--- config.mk ---
export PLATFORM = sky130hd
export DESIGN_NAME = base64_stream_decoder
export DESIGN_NICKNAME = d
export VERILOG_FILES = /design/src/design/b64d_pkg.sv /design/src/design/base64_stream_decoder.sv /design/src/design/b64d_front.sv /design/src/design/b64d_queue.sv /design/src/design/b64d_back.sv
export SDC_FILE = /design/constraint.sdc
export NUM_CORES = 1
export LEC_CHECK = 0
export BUFFER_PORTS_ARGS = -buffer_cell sky130_fd_sc_hd__buf_2
export CORE_MARGIN = 2
export CORE_UTILIZATION = 67
export DETAILED_ROUTE_END_ITERATION = 12
export PLACE_DENSITY = 0.81
export SETUP_SLACK_MARGIN = 0.05
export SKIP_CTS_REPAIR_TIMING = 1
export SLEW_MARGIN = 20
export SYNTH_ARGS = -nofsm -noshare
export SYNTH_HDL_FRONTEND = slang
export SYNTH_HIERARCHICAL = 1
export SYNTH_SLANG_ARGS = --single-unit
--- constraint.sdc ---
create_clock -name clk -period 10.3 [get_ports clk]
set_clock_uncertainty 0.2 [all_clocks]
set_input_delay 1.03 -clock clk [delete_from_list [all_inputs] [get_ports clk]]
set_output_delay 1.03 -clock clk [all_outputs]
set_load 0.005 [all_outputs]
--- src/design/b64d_pkg.sv ---
// shared types, constants and the character lookup of the base64 decoder
`default_nettype none
package b64d_pkg;

  localparam int QDEPTH = 4;
  localparam int QPTR_W = $clog2(QDEPTH);
  localparam int QCNT_W = $clog2(QDEPTH + 1);

  localparam logic [7:0] CH_UPPER_A = 8'h41;
  localparam logic [7:0] CH_UPPER_Z = 8'h5A;
  localparam logic [7:0] CH_LOWER_A = 8'h61;
  localparam logic [7:0] CH_LOWER_Z = 8'h7A;
  localparam logic [7:0] CH_DIGIT_0 = 8'h30;
  localparam logic [7:0] CH_DIGIT_9 = 8'h39;
  localparam logic [7:0] CH_PLUS    = 8'h2B;
  localparam logic [7:0] CH_SLASH   = 8'h2F;
  localparam logic [7:0] CH_PAD     = 8'h3D;

  localparam logic [7:0] LOWER_OFS  = 8'd71;  // 'a' maps to 26
  localparam logic [7:0] DIGIT_OFS  = 8'd4;   // '0' maps to 52
  localparam logic [5:0] VAL_PLUS   = 6'd62;
  localparam logic [5:0] VAL_SLASH  = 6'd63;

  // one unit of work handed from front to back
  typedef struct packed {
    logic        bad;
    logic [23:0] word;
  } job_t;

  typedef struct packed {
    logic       ok;
    logic [5:0] val;
  } char_val_t;

  function automatic char_val_t char_decode(input logic [7:0] c);
    char_val_t  r;
    logic [7:0] d;
    r = '{ok: 1'b0, val: 6'd0};
    d = 8'd0;
    if (c >= CH_UPPER_A && c <= CH_UPPER_Z) begin
      d = c - CH_UPPER_A;
      r = '{ok: 1'b1, val: d[5:0]};
    end else if (c >= CH_LOWER_A && c <= CH_LOWER_Z) begin
      d = c - LOWER_OFS;
      r = '{ok: 1'b1, val: d[5:0]};
    end else if (c >= CH_DIGIT_0 && c <= CH_DIGIT_9) begin
      d = c + DIGIT_OFS;
      r = '{ok: 1'b1, val: d[5:0]};
    end else if (c == CH_PLUS) begin
      r = '{ok: 1'b1, val: VAL_PLUS};
    end else if (c == CH_SLASH) begin
      r = '{ok: 1'b1, val: VAL_SLASH};
    end else if (c == CH_PAD) begin
      r = '{ok: 1'b1, val: 6'd0};
    end
    return r;
  endfunction

endpackage
`default_nettype wire

--- src/design/base64_stream_decoder.sv ---
// top level of the streaming base64 decoder
// ---------------------------------------------------------------------------
// input channel: in_valid/in_ready with code_char (ascii) and end_of_text.
// a transaction carries one character; end_of_text marks the last one.
// output channel: out_valid/out_ready with data_byte, last_of_run, bad_char.
// four characters give three bytes, most significant first; an unfinished
// group at end of text is padded with zero values and still gives three
// bytes. a character outside the alphabet gives one result with bad_char
// and last_of_run set, and further characters are dropped up to end of text.
// throughput: one character accepted per cycle while the job queue has
// room; output runs at one byte per cycle while out_ready is high, so a
// stream of full groups flows without stalls. a burst of end-of-text
// characters gives three bytes each and is paced by the back end
// serialiser at one byte per cycle. the job of a group passes through the
// job queue and the back end output register before its first byte shows.
// reset (rst, synchronous): empties the job queue and output register and
// clears the partial group. when the receiver stalls, the four-entry job
// queue fills and in_ready drops until space frees up.
// ---------------------------------------------------------------------------
`default_nettype none
module base64_stream_decoder
  import b64d_pkg::*;
(
  input  wire logic       clk,
  input  wire logic       rst,
  input  wire logic       in_valid,
  output logic            in_ready,
  input  wire logic [7:0] code_char,
  input  wire logic       end_of_text,
  output logic            out_valid,
  input  wire logic       out_ready,
  output logic [7:0]      data_byte,
  output logic            last_of_run,
  output logic            bad_char
);

  // front to queue
  logic fq_valid, fq_ready;
  job_t fq_job;
  // queue to back
  logic qb_valid, qb_ready;
  job_t qb_job;

  // classification and group collection
  b64d_front u_front (
    .clk         (clk),
    .rst         (rst),
    .in_valid    (in_valid),
    .in_ready    (in_ready),
    .code_char   (code_char),
    .end_of_text (end_of_text),
    .job_valid   (fq_valid),
    .job         (fq_job),
    .job_ready   (fq_ready)
  );

  // decouples the character side from the byte side
  b64d_queue u_queue (
    .clk        (clk),
    .rst        (rst),
    .push_valid (fq_valid),
    .push_ready (fq_ready),
    .push_job   (fq_job),
    .pop_valid  (qb_valid),
    .pop_ready  (qb_ready),
    .pop_job    (qb_job)
  );

  // byte serialiser with registered output
  b64d_back u_back (
    .clk         (clk),
    .rst         (rst),
    .job_valid   (qb_valid),
    .job_ready   (qb_ready),
    .job         (qb_job),
    .out_valid   (out_valid),
    .out_ready   (out_ready),
    .data_byte   (data_byte),
    .last_of_run (last_of_run),
    .bad_char    (bad_char)
  );

endmodule
`default_nettype wire

--- src/design/b64d_front.sv ---
// front end: classifies characters, collects groups and issues jobs
`default_nettype none
module b64d_front
  import b64d_pkg::*;
(
  input  wire logic       clk,
  input  wire logic       rst,
  input  wire logic       in_valid,
  output logic            in_ready,
  input  wire logic [7:0] code_char,
  input  wire logic       end_of_text,
  output logic            job_valid,
  output job_t            job,
  input  wire logic       job_ready
);

  logic [17:0] group_bits, group_bits_next;
  logic [1:0]  group_count, group_count_next;
  logic        discarding, discarding_next;
  logic        accept;
  char_val_t   cv;
  logic [17:0] shifted;

  assign in_ready = job_ready;
  assign accept   = in_valid && in_ready;
  assign cv       = char_decode(code_char);
  assign shifted  = {group_bits[11:0], cv.val};

  always_comb begin
    group_bits_next  = group_bits;
    group_count_next = group_count;
    discarding_next  = discarding;
    job_valid        = 1'b0;
    job              = '{bad: 1'b0, word: 24'd0};
    if (accept) begin
      if (discarding) begin
        if (end_of_text) begin
          discarding_next = 1'b0;
        end
      end else if (!cv.ok) begin
        group_bits_next  = 18'd0;
        group_count_next = 2'd0;
        discarding_next  = !end_of_text;
        job_valid        = 1'b1;
        job              = '{bad: 1'b1, word: 24'd0};
      end else if (group_count == 2'd3) begin
        group_bits_next  = 18'd0;
        group_count_next = 2'd0;
        job_valid        = 1'b1;
        job              = '{bad: 1'b0, word: {group_bits, cv.val}};
      end else if (end_of_text) begin
        // short final group, padded with zero values
        group_bits_next  = 18'd0;
        group_count_next = 2'd0;
        job_valid        = 1'b1;
        case (group_count)
          2'd0:    job.word = {shifted[5:0], 18'd0};
          2'd1:    job.word = {shifted[11:0], 12'd0};
          default: job.word = {shifted, 6'd0};
        endcase
      end else begin
        group_bits_next  = shifted;
        group_count_next = group_count + 2'd1;
      end
    end
  end

  always_ff @(posedge clk) begin
    if (rst) begin
      group_bits  <= 18'd0;
      group_count <= 2'd0;
      discarding  <= 1'b0;
    end else begin
      group_bits  <= group_bits_next;
      group_count <= group_count_next;
      discarding  <= discarding_next;
    end
  end

  a_discard_no_job: assert property (@(posedge clk) disable iff (rst)
    discarding |-> !job_valid)
    else $error("job issued while discarding");

  a_bad_clears_group: assert property (@(posedge clk) disable iff (rst)
    job_valid && job.bad |=> group_count == 2'd0)
    else $error("group kept after invalid character");

  a_end_clears: assert property (@(posedge clk) disable iff (rst)
    accept && end_of_text |=> group_count == 2'd0 && !discarding)
    else $error("state not cleared at end of text");

endmodule
`default_nettype wire

--- src/design/b64d_queue.sv ---
// short job queue between front and back
`default_nettype none
module b64d_queue
  import b64d_pkg::*;
(
  input  wire logic clk,
  input  wire logic rst,
  input  wire logic push_valid,
  output logic      push_ready,
  input  wire job_t push_job,
  output logic      pop_valid,
  input  wire logic pop_ready,
  output job_t      pop_job
);

  job_t              slots [QDEPTH];
  logic [QPTR_W-1:0] wr_ptr;
  logic [QPTR_W-1:0] rd_ptr;
  logic [QCNT_W-1:0] count;
  logic              push, pop;

  assign push_ready = count != QCNT_W'(QDEPTH);
  assign pop_valid  = count != '0;
  assign pop_job    = slots[rd_ptr];
  assign push       = push_valid && push_ready;
  assign pop        = pop_valid && pop_ready;

  always_ff @(posedge clk) begin
    if (push) begin
      slots[wr_ptr] <= push_job;
    end
  end

  always_ff @(posedge clk) begin
    if (rst) begin
      wr_ptr <= '0;
      rd_ptr <= '0;
      count  <= '0;
    end else begin
      if (push) begin
        wr_ptr <= wr_ptr + QPTR_W'(1);
      end
      if (pop) begin
        rd_ptr <= rd_ptr + QPTR_W'(1);
      end
      if (push && !pop) begin
        count <= count + QCNT_W'(1);
      end else if (pop && !push) begin
        count <= count - QCNT_W'(1);
      end
    end
  end

  a_count_bound: assert property (@(posedge clk) disable iff (rst)
    count <= QCNT_W'(QDEPTH))
    else $error("queue overfilled");

  a_ptr_gap: assert property (@(posedge clk) disable iff (rst)
    count != QCNT_W'(QDEPTH) && count != '0 |-> wr_ptr != rd_ptr)
    else $error("pointers disagree with count");

  a_empty_ptrs: assert property (@(posedge clk) disable iff (rst)
    count == '0 |-> wr_ptr == rd_ptr)
    else $error("empty queue with pointer gap");

endmodule
`default_nettype wire

--- src/design/b64d_back.sv ---
// back end: turns jobs into byte results through an output register
`default_nettype none
module b64d_back
  import b64d_pkg::*;
(
  input  wire logic       clk,
  input  wire logic       rst,
  input  wire logic       job_valid,
  output logic            job_ready,
  input  wire job_t       job,
  output logic            out_valid,
  input  wire logic       out_ready,
  output logic [7:0]      data_byte,
  output logic            last_of_run,
  output logic            bad_char
);

  logic [15:0] rest;      // bytes still to show from the current word
  logic [1:0]  left;      // how many of them
  logic        advance;

  assign advance   = !out_valid || out_ready;
  assign job_ready = advance && left == 2'd0;

  always_ff @(posedge clk) begin
    if (rst) begin
      out_valid <= 1'b0;
      left      <= 2'd0;
    end else if (advance) begin
      if (left != 2'd0) begin
        out_valid <= 1'b1;
        left      <= left - 2'd1;
      end else if (job_valid) begin
        out_valid <= 1'b1;
        left      <= job.bad ? 2'd0 : 2'd2;
      end else begin
        out_valid <= 1'b0;
      end
    end
  end

  always_ff @(posedge clk) begin
    if (advance) begin
      if (left != 2'd0) begin
        data_byte   <= rest[15:8];
        rest        <= {rest[7:0], 8'd0};
        last_of_run <= left == 2'd1;
        bad_char    <= 1'b0;
      end else if (job_valid) begin
        data_byte   <= job.bad ? 8'd0 : job.word[23:16];
        rest        <= job.word[15:0];
        last_of_run <= job.bad;
        bad_char    <= job.bad;
      end
    end
  end

  a_bad_shape: assert property (@(posedge clk) disable iff (rst)
    out_valid && bad_char |-> last_of_run && data_byte == 8'd0)
    else $error("error result malformed");

  a_mid_word_shown: assert property (@(posedge clk) disable iff (rst)
    left != 2'd0 |-> out_valid && !last_of_run && !bad_char)
    else $error("word bytes out of step");

  a_no_pop_mid_word: assert property (@(posedge clk) disable iff (rst)
    left != 2'd0 |-> !job_ready)
    else $error("job taken while a word is in flight");

endmodule
`default_nettype wire

==> summary.md <==
| Metric | Value |
|---|---|
| Count leader, synth | edfxtp_1 |
| Synthesis-to-layout area growth | 10.6% |
| Worst path cell trace | buf_2 > inv_1 > ha_1 > nor2b_1 > o211a_1 > a211o_1 > nand2_1 > a31oi_1 > a21boi_4 > ha_1 > inv_1 > fa_1 > xor2_1 > or3_1 > a21oi_1 |
| Post-synth EDFFs | 126 |
| CTS tree | yes |
| Ant diodes | 0 |
| Max transition margin | 33.0% |
| Input/output buffers | 24 |
| Num rows | 38 |
| CP Launch Type | input port |
| Synth Net Count | between 500 and 600 |
| Period Utilization, post-route | 41.8% |
| Synthesis Warnings | 6 |
| Hold crit path type | reg2reg |
| Crit path max fanout | 12 |
| Clock buffer count from CTS | 17 |
| Met2 routed WL | 9130 um |
| Post-Synthesis Cells | 547 |
| Routed WL per cell | 24.5 um |
| DR top layer | met4 |
| Dpl hpwl | 11000 um |
| Yosys cell types | 64 |
| Area after DPL | 7440 um2 |
| Grt total ovfl | 0 |
| Setup TNS | 0 ps |
| VDD IR max | roughly 230 uV |
| Yosys top cell area share | 52.1% |
| # DRC | 0 |
| Met3 wire length | 1500 um |
| Status | finished clean |
| PD cells | about 240 nW/um2 |
| Critical path arrival | 4560 ps |
| Starting Density | 67.9% |
| Fin util | 75.1% |
| Final instance area | approximately 8000 um2 |
| Max cap viols | 0 |
| Prevailing post-synth register cell | edfxtp_1 |
| Critical path type | in2reg |
| I/O pin cnt | 25 |
| GRT Total Usage | 31.9% |
| Sink Count | 159 |
| Number of global-route vias before repair | 4609 |
| RSZ-0062 raised after global routing | false |
| Final Max Slew Viols | 0 |
| Largest area contributor in the netlist | edfxtp_1 |
| Crit. End Element | flop |
| Worst EP required | 10550 ps |
| Clock Latency Late Sink | 530 ps |
| Die width | roughly 110 um |
| Post-layout net count | 600 |
| Antenna violations before repair | 0 |
| Vias | 4858 |
| Max Clk Rate | 232 MHz |
| Reg2Reg Setup Slack | 6570 ps |
| DR vias/cell | 6.73 |
| Worst-Margin Slew | 1000 ps |
| Global placement routability congestion | approximately 0.91 |
| Core Region | 10700 um2 |
| Final ANT Viol Nets | 0 |
| Syn Area/Cell | 13.3 um2 |
| Post-layout minimum cycle time | 4300 ps |
| Router iterations before antenna repair | 7 |
| Final WL | 17700 um |
| CP max stage cell | fa_1 |
| Pleak | roughly 2.9 nW |
| Reg clk slew, reported paths | about 70 ps |
| Metal-1 WL | 6550 um |
| Die height | 108 um |
| Critical Path Max Stage Delay | 410 ps |
| Pin count of the biggest net entering global routing | 36 |
| CTS root buf | clkbuf_8 |
| Post-Syn Area | 7260 um2 |
| Post-synth top cells | 126 x edfxtp_1, 63 x nand2_1, 52 x nor2_1, 33 x dfxtp_1, 22 x a22oi_1 |
| Hold Vio Cnt, Final | 0 |
| Starting DRT DRC Count | 557 |
| Register bit total from synthesis | 159 |
| Final setup fails | 0 |
| Top cells by area, synth | edfxtp_1 52%, dfxtp_1 9.1%, mux4_2 6.2% |
| CTS H-tree depth | 4 |
| Proportion of layout cells with a drive suffix above 1 | 16.8% |
| Seq/Total Area, Yosys | 61.2% |
| Total die area | 11700 um2 |
| First-pass GRT wire length | 26800 um |
| Ys async rst share | 0% |
| Fin Hold WS | roughly 310 ps |
| CTS max path bufs | 2 |
placed cells by master (no fill, tap or decap), types with 5 or more instances in the layout:
cell type  instances
edfxtp_1         126
nand2b_1           5
nand2_1           63
buf_2             24
nand3_1            5
inv_1             16
mux4_1             5
mux4_2            20
o21ai_0           16
a21oi_1           15
buf_4              8
and2_1            15
nor3_1             9
nand3b_1           9
a22oi_1           22
ha_1              17
clkbuf_16         18
nor2_1            51
dfxtp_1           33
a211oi_1           8
critical path: cells and delay by family:
kind | cells | cell delay (ps)
and+or+nand+nor | 3 | 610
xor gates and xnor gates | 1 | 180
buffers and inverters | 3 | 380
adders and majority gates | 3 | 880
AOI/OAI and AO/OA | 5 | 1470
registers in the layout, indices dropped and copies added (netlist names), 2 cells and up, named ones only:
register	cells
u_back/data_byte	8
u_queue/slots	100
u_back/left	2
u_front/group_count	2
u_front/group_bits	18
u_back/rest	16
u_queue/count	3
u_queue/rd_ptr	2
u_queue/wr_ptr	2
layout make-up:
cell class                      instances  area [um2]
Sequential cell                       159        4440
Fill cell                             602        2660
Multi-Input combinational cell        343        2580
Clock buffer                           20         468
Timing Repair Buffer                   32         180
Tap cell                              140         175
Clock inverter                         12         121
Inverter                               16        60.1
power by group:
group | switching, mW | internal (mW) | leakage [nW]
clock network | 0.260 | 0.355 | 0.289
registers | 0.0481 | 0.827 | 1.56
logic | 0.277 | 0.165 | 1.09
cell families after synthesis:
group | share of synthesized area [%]
buffers and inverters | 3.34
xor gates and xnor gates | 0.844
muxes | 8.58
DFF | 61.2
and+or+nand+nor | 12.7
AOI/OAI and AO/OA | 10.2
adders and majority gates | 3.20
per-layer routing:
| layer | vias up | global-route usage (%) |
|---|---|---|
| li1 | 2117 | - |
| met5 | - | 0 |
| met4 | 0 | 10.1 |
| met1 | 2375 | 40.1 |
| met2 | 324 | 55.4 |
| met3 | 42 | 7.11 |
path summary, 6_finish.rpt:
kind | startpoint | end | cells after the start
worst max-delay path | code_char[0] | u_queue/count[2] | 15
worst min-delay path | u_front/discarding | u_front/discarding | 2
worst max register to register | u_queue/count[0] | u_queue/count[2] | 12
worst min register to register | u_front/discarding | u_front/discarding | 2
through the flow:
step                cells  power, mW  setup slack [ps]
finish                722       1.93              6000
global route          722       2.00              5790
CTS                   722       1.93              6060
detailed placement    690       1.29              5620
global placement      690       1.26              5700
floorplan             547       1.18              6260
Note: power is estimated with default switching activity, not from simulation.
